[config.mk]
export PLATFORM = sky130hd
export DESIGN_NAME = mvlt_hash
export DESIGN_NICKNAME = d
export VERILOG_FILES = /design/src/rtl/mvlt_pkg.sv /design/src/rtl/mvlt_hash.sv
export SDC_FILE = /design/constraint.sdc
export NUM_CORES = 2
export LEC_CHECK = 0
export ABC_CLOCK_PERIOD_IN_PS = 18550
export BUFFER_PORTS_ARGS = -buffer_cell sky130_fd_sc_hd__buf_4
export CORE_UTILIZATION = 50
export CTS_CLUSTER_DIAMETER = 200
export DETAILED_ROUTE_END_ITERATION = 10
export PLACE_DENSITY = 0.66
export SYNTH_ARGS = -nofsm -noshare
export SYNTH_HDL_FRONTEND = slang
export SYNTH_SLANG_ARGS = --single-unit
export TNS_END_PERCENT = 10
[constraint.sdc]
create_clock -name clk -period 18.55 [get_ports clk]
set_input_delay 0.9275 -clock clk [delete_from_list [all_inputs] [get_ports clk]]
set_output_delay 0.9275 -clock clk [all_outputs]
set_load 0.01 [all_outputs]
[src/rtl/mvlt_pkg.sv]
package mvlt_pkg;

	localparam int KEY_W           = 60;
	localparam int HASH_W          = 64;
	localparam int MAC_W           = 48;
	localparam int VLAN_W          = 12;
	localparam int MASK_W          = 10;
	localparam int DEF_TABLE_DEPTH = 1024;

	localparam logic [MASK_W-1:0] MASK_RESET = MASK_W'(1023);

	typedef logic [KEY_W-1:0]  key_t;
	typedef logic [HASH_W-1:0] hash_t;

	typedef enum logic [1:0] {
		FUNC_LOOKUP = 2'd0,
		FUNC_LEARN  = 2'd1,
		FUNC_DELETE = 2'd2,
		FUNC_NONE   = 2'd3
	} func_t;

endpackage

[src/rtl/mvlt_hash.sv]
// 64-bit murmur3 finalizer on one shared 32x32 multiplier.
// Each 64x64 (low half) product takes three partial products plus one
// accumulate step; the finalizer runs two such rounds, one per mix constant.
module mvlt_hash
	import mvlt_pkg::*;
(
	input  logic  clk,
	input  logic  arst_n,
	input  logic  start,
	input  key_t  key,
	output logic  done,
	output hash_t hash
);

	localparam hash_t MIX_C1    = 64'hff51afd7ed558ccd;
	localparam hash_t MIX_C2    = 64'hc4ceb9fe1a85ec53;
	localparam int    MIX_SHIFT = 33;

	typedef enum logic {
		H_IDLE,
		H_MUL
	} hstate_t;

	hstate_t     state_q;
	logic [1:0]  cnt_q;
	logic        rnd_q;
	logic        done_q;
	hash_t       k_q;
	hash_t       acc_q;
	hash_t       prod_q;

	hash_t       key_ext;
	hash_t       mix_c;
	logic [31:0] mul_a;
	logic [31:0] mul_b;
	hash_t       fin;

	assign key_ext = HASH_W'(key);
	assign mix_c   = rnd_q ? MIX_C2 : MIX_C1;
	// partial products: lo*lo, lo*hi, hi*lo
	assign mul_a   = (cnt_q == 2'd2) ? k_q[63:32] : k_q[31:0];
	assign mul_b   = (cnt_q == 2'd1) ? mix_c[63:32] : mix_c[31:0];
	assign fin     = {acc_q[63:32] + prod_q[31:0], acc_q[31:0]};

	always_ff @(posedge clk or negedge arst_n) begin
		if (!arst_n) begin
			state_q <= H_IDLE;
			cnt_q   <= '0;
			rnd_q   <= 1'b0;
			done_q  <= 1'b0;
			k_q     <= '0;
			acc_q   <= '0;
			prod_q  <= '0;
		end else begin
			done_q <= 1'b0;
			unique case (state_q)
				H_IDLE: begin
					if (start) begin
						k_q     <= key_ext ^ (key_ext >> MIX_SHIFT);
						cnt_q   <= '0;
						rnd_q   <= 1'b0;
						state_q <= H_MUL;
					end
				end
				H_MUL: begin
					prod_q <= HASH_W'(mul_a) * HASH_W'(mul_b);
					unique case (cnt_q)
						2'd0: cnt_q <= 2'd1;
						2'd1: begin
							acc_q <= prod_q;
							cnt_q <= 2'd2;
						end
						2'd2: begin
							acc_q[63:32] <= acc_q[63:32] + prod_q[31:0];
							cnt_q        <= 2'd3;
						end
						2'd3: begin
							k_q   <= fin ^ (fin >> MIX_SHIFT);
							cnt_q <= '0;
							if (rnd_q) begin
								done_q  <= 1'b1;
								state_q <= H_IDLE;
							end else begin
								rnd_q <= 1'b1;
							end
						end
						default: cnt_q <= '0;
					endcase
				end
				default: state_q <= H_IDLE;
			endcase
		end
	end

	assign done = done_q;
	assign hash = k_q;

endmodule

# Word-level counts from Yosys, hierarchy flattened
# Cells that the tools add are included.
# word_totals
ff_bits	197
inputBits	63
elab_cells	43
# classes
addsub	1
multipliers	1
n_eq_ne	5
mux	20
bitwise_logic	3
n_reduce_logical	5
# ops
op	n
64-bit two-way mux	2
64-bit case mux with 2 select lines	1
32-bit by 32-bit multiplier with 64-bit output	1
32-bit two-way mux	2
32-bit case mux with 2 select lines	1
64-bit by 31-bit bitwise XOR with 64-bit output	1
62-bit two-way mux	1
60-bit by 27-bit bitwise XOR with 60-bit output	1
32-bit adder	1
1-bit two-way mux	8
2-bit case mux with 4 select lines	1
2-bit AND reduction	3
2-bit == test, second input constant	2
1-bit case mux with 2 select lines	2
2-bit case mux with 2 select lines	1
2-bit by 1-bit == test with 1-bit output, second input constant	1
2-bit zero test	1
2-bit two-way mux	1
2-bit by 1-bit != test with 1-bit output, second input constant	1
2-bit != test, second input constant	1
2-bit nonzero test	1
1-bit inverter	1

# Logic depth before layout (Yosys ltp)
# depth
depth_word	4
depth_mapped	35
mapped_depth_nobuf	32

# Worst setup path before layout
# No wires, ideal clock.
# synth_timing
kind	reg2reg
from	register cnt_q[0]
to	register prod_q[63]
arrival_ns	9.028
required_time_ns	18.425
setup_slack_ns	9.397
stages_incl_launch_ff	33
path_buffers	3
synth_period_minus_slack_ns	9.153
cell_sequence	dfrtp_1 -> inv_1 -> ha_1 -> clkbuf_1 -> buf_1 -> clkbuf_1 -> inv_1 -> a21boi_1 -> inv_1 -> nand2_1 -> inv_1 -> fa_1 -> inv_1 -> fa_1 -> fa_1 -> fa_1 -> inv_1 -> fa_1 -> fa_1 -> fa_1 -> inv_1 -> fa_1 -> inv_1 -> ha_1 -> nand4_1 -> or2_2 -> a311oi_2 -> nor2_1 -> a211o_1 -> a2111oi_4 -> a311o_1 -> xnor2_1 -> mux2_2
# synth_between
elab_chain_cells	3
word_cells_on_any_way	5
classes_between	mul: 1; eq/ne: 2; mux: 2
# synth_lines
item	line	source
from (decl)	mvlt_hash.sv:25	logic [1:0] cnt_q;
from (signal assigned)	mvlt_hash.sv:48	cnt_q <= '0;
from (signal assigned)	mvlt_hash.sv:60	cnt_q <= '0;
from (signal assigned)	mvlt_hash.sv:68	2'd0: cnt_q <= 2'd1;
2-bit == test / 2-bit by 1-bit == test with 1-bit output (equally long branches)	mvlt_hash.sv:41, mvlt_hash.sv:42	
32-bit two-way mux (on tied branches)	mvlt_hash.sv:41, mvlt_hash.sv:42	
32-bit by 32-bit multiplier with 64-bit output *	mvlt_hash.sv:66	prod_q <= HASH_W'(mul_a) * HASH_W'(mul_b);
to (signal assigned)	mvlt_hash.sv:66	
to (decl)	mvlt_hash.sv:30	hash_t prod_q;
# Mark *: on every way between the ends. The rest lies on a longest branch, timed or not.
# A chain may end at the register's enable or synchronous reset.

# Final worst setup path
# Same ends and word-level chain as after synthesis.

==> impl_metrics.ini <==
[routing]
wl_microns = 131000
drc = 0
routedWlPerCell_microns = 24.3
drt_iter0_markers = 3044
num_vias = 30500
viasPerCell = 5.65
drt-pass1-iter-count = 6
drtAntennaViolNets = 0

[logic_synthesis]
synth-xor-area-share = 0.0485
yosysUniqueCellTypes = 75
synth_seq_cells = 197
synth_compound_area_frac = 0.0889
yosysTopAreaCellShare = 0.379
postSynthAreaPerCell_sq_um = 9.48
synth_simple_gate_area_frac = 0.0926
muxShareOfSynthArea = 0.0375
async_flop_share = 1.00
synth_edf_count = 0
synth_cells = 4281
ys_warn_count = 0
synthAdderAreaFrac = 0.505
seq_area_frac_synth = 0.122
synth_flop_cell = dfrtp_1
synth_top_cell_by_area = fa_1
synth_top_family_by_area = adder cells
syn_area_sq_um = 40600
synthTopCellsByArea = fa_1, ha_1, dfrtp_1
synthesis.nets = 5512

[timing]
relSlewSlack = 0.0332
tightest_slew_ps = 1410
setup-violations-final = 0
rsz0062_at_grt = no
hold_viol = 0
post-route-min-period_ps = 11480
period_share = 0.619
fmax_mhz = 87.1
maxSlewViolCount = 0
fin_skew_ps = 15.1
timing.setup.tns_ps = 0

[hold_path]
hp-class = reg -> reg

[grt]
grt_usage = 0.329
antenna_found_initial = 3
grt_max_degree = 128
grt_pass1_vias = 31400
gr-total-overflow = 0
grt_pass1_wl_microns = 199000

[floorplan]
coreArea_sq_um = 80400
start_util = 0.504
dieHeight_microns = 287
rows = 104
die_x_microns = 287
dieArea_sq_um = 82300
io_pins = 128

[critical_path]
critical_path.slowest_cell = mux2i_1
path_max_fanout = 46
cp_data_arrival_time_ps = 11830
cp-end-kind = flop
critPathMostFrequentCell = fa_1
cpPeakStageDelay_ps = 1200
worstPathRequired_ps = 18900
cp-start-kind = flop
crit_type = reg -> reg

[clock_network]
cts_root_buf = clkbuf_16
cts_buffers = 17
htree_levels = 4
clkTransAtPathRegs_ps = 80
cts_tree = done
ctsResizeCount = 0
clk-insertion-delay-late_ps = 460
cts.hold.buffers_added = 0
clk_path_buf_depth = 2
post-cts-setup-buffers = 0
clock-sinks = 197

[placement]
post-dp-hpwl_microns = 112000
gp_congestion = 1.06
io_buffer_count = 127

[cells_and_area]
multi_input_area_sq_um = 31400
fillers = 7389
area_growth_pct = 6.42
drive_above_1_share = 0.0799
final-seq-area_sq_um = 4930
fin_util = 0.537
nNetsFinal = 5548

[job]
drv_cap = 0

[run_status]
status = finished, final reports clean
==> synth_stat cells (5+ instances only) <==
cell type / instances
ha_1: 399
nor2_1: 267
a221oi_1: 5
and2_1: 39
o21bai_1: 20
nor3_1: 27
inv_1: 982
clkbuf_1: 118
nand3_1: 23
a31o_2: 5
nand4_1: 22
maj3_1: 10
a22oi_1: 6
a211oi_1: 12
clkinv_1: 7
a21oi_1: 156
xor2_1: 73
o21a_1: 7
mux2_2: 93
nand2_1: 323
xnor2_1: 144
o21ai_0: 133
o21ai_1: 6
fa_1: 769
a41oi_1: 5
a32oi_1: 13
o31a_1: 6
buf_1: 17
nand2b_1: 51
mux2i_1: 44
buf_2: 14
dfrtp_1: 197
or2_2: 27
a21o_1: 104
o211ai_1: 14
o22ai_1: 8
and3_1: 24
nor2b_1: 25
a31oi_1: 19
==> final cells by class <==
cell class                      count  share of cell area
Multi-Input combinational cell   2944               0.727
Sequential cell                   197               0.114
Inverter                          991              0.0862
Tap cell                         1060              0.0307
Timing Repair Buffer              166              0.0290
Clock buffer                       19              0.0100
Clock inverter                     13             0.00296
Antenna cell                        2            0.000116
==> critical path: cells and delay by family, from the launching register on <==
| kind | cells | cell delay, ps |
|---|---|---|
| AOI/OAI and AO/OA | 5 | 1610 |
| xor gates and xnor gates | 1 | 70 |
| adders and majority gates | 10 | 4930 |
| buffers and inverters | 8 | 1950 |
| DFF | 1 | 450 |
| muxes | 2 | 1460 |
| and+or+nand+nor | 4 | 870 |
==> cells by family (layout without fill, tap and decap cells) <==
kind of cell               count (synthesis)  in the layout
xor gates and xnor gates                 220            220
muxes                                    140            140
buffers and inverters                   1140           1189
and+or+nand+nor                          843            843
DFF                                      197            197
AOI/OAI and AO/OA                        562            562
other                                      1              3
adders and majority gates               1178           1178
==> final timing paths <==
path | from | end | slack [ps] | depth (start not counted)
worst min register to register | acc_q[51] | acc_q[51] | 500 | 2
worst min-delay path | acc_q[51] | acc_q[51] | 500 | 2
min in group asynchronous | arst_n | hash[58] | 650 | 1
max in group asynchronous | arst_n | state_q | 16260 | 2
worst max register to register | cnt_q[0] | prod_q[63] | 7070 | 30
worst max-delay path | cnt_q[0] | prod_q[63] | 7070 | 30
==> registers in the layout (all words and copies together) (netlist names) <==
register	count
acc_q	64
hash	64
prod_q	64
cnt_q	2
done	1
rnd_q	1
state_q	1
==> placed cells by master (no fill, tap or decap), drive strengths merged, types with 23 or more instances in the layout <==
cell    instances
a21o          104
a21oi         156
and2           40
and3           24
buf           165
dfrtp         197
fa            769
ha            399
inv           986
mux2           96
mux2i          44
nand2         323
nand2b         51
nand3          23
nand4          23
nor2          267
nor2b          25
nor3           28
o21ai         140
or2            27
xnor2         144
xor2           73
==> routing by layer <==
layer | share of wire | GRT usage | up-vias
met5 | 0.000099 | 0 | -
met4 | 0.055 | 0.155 | 2
met3 | 0.085 | 0.0586 | 292
met2 | 0.45 | 0.497 | 1478
met1 | 0.41 | 0.460 | 15400
li1 | - | - | 13300
==> stage by stage <==
| stage | setup WS [ps] | hold slack, ps | instances | cell area, sq um |
|---|---|---|---|---|
| after floorplan | 9400 | 448 | 4281 | 40600 |
| after global placement | 7360 | 470 | 5358 | 42600 |
| after detailed placement | 7300 | 480 | 5358 | 42600 |
| after CTS | 7250 | 498 | 5390 | 43200 |
| after global routing | 6730 | 523 | 5390 | 43200 |
| final | 7070 | 496 | 5392 | 43200 |
Power is left out: the tool's default activity adds up to more than one toggle a clock period on the data nets, which glitch-free logic cannot reach.
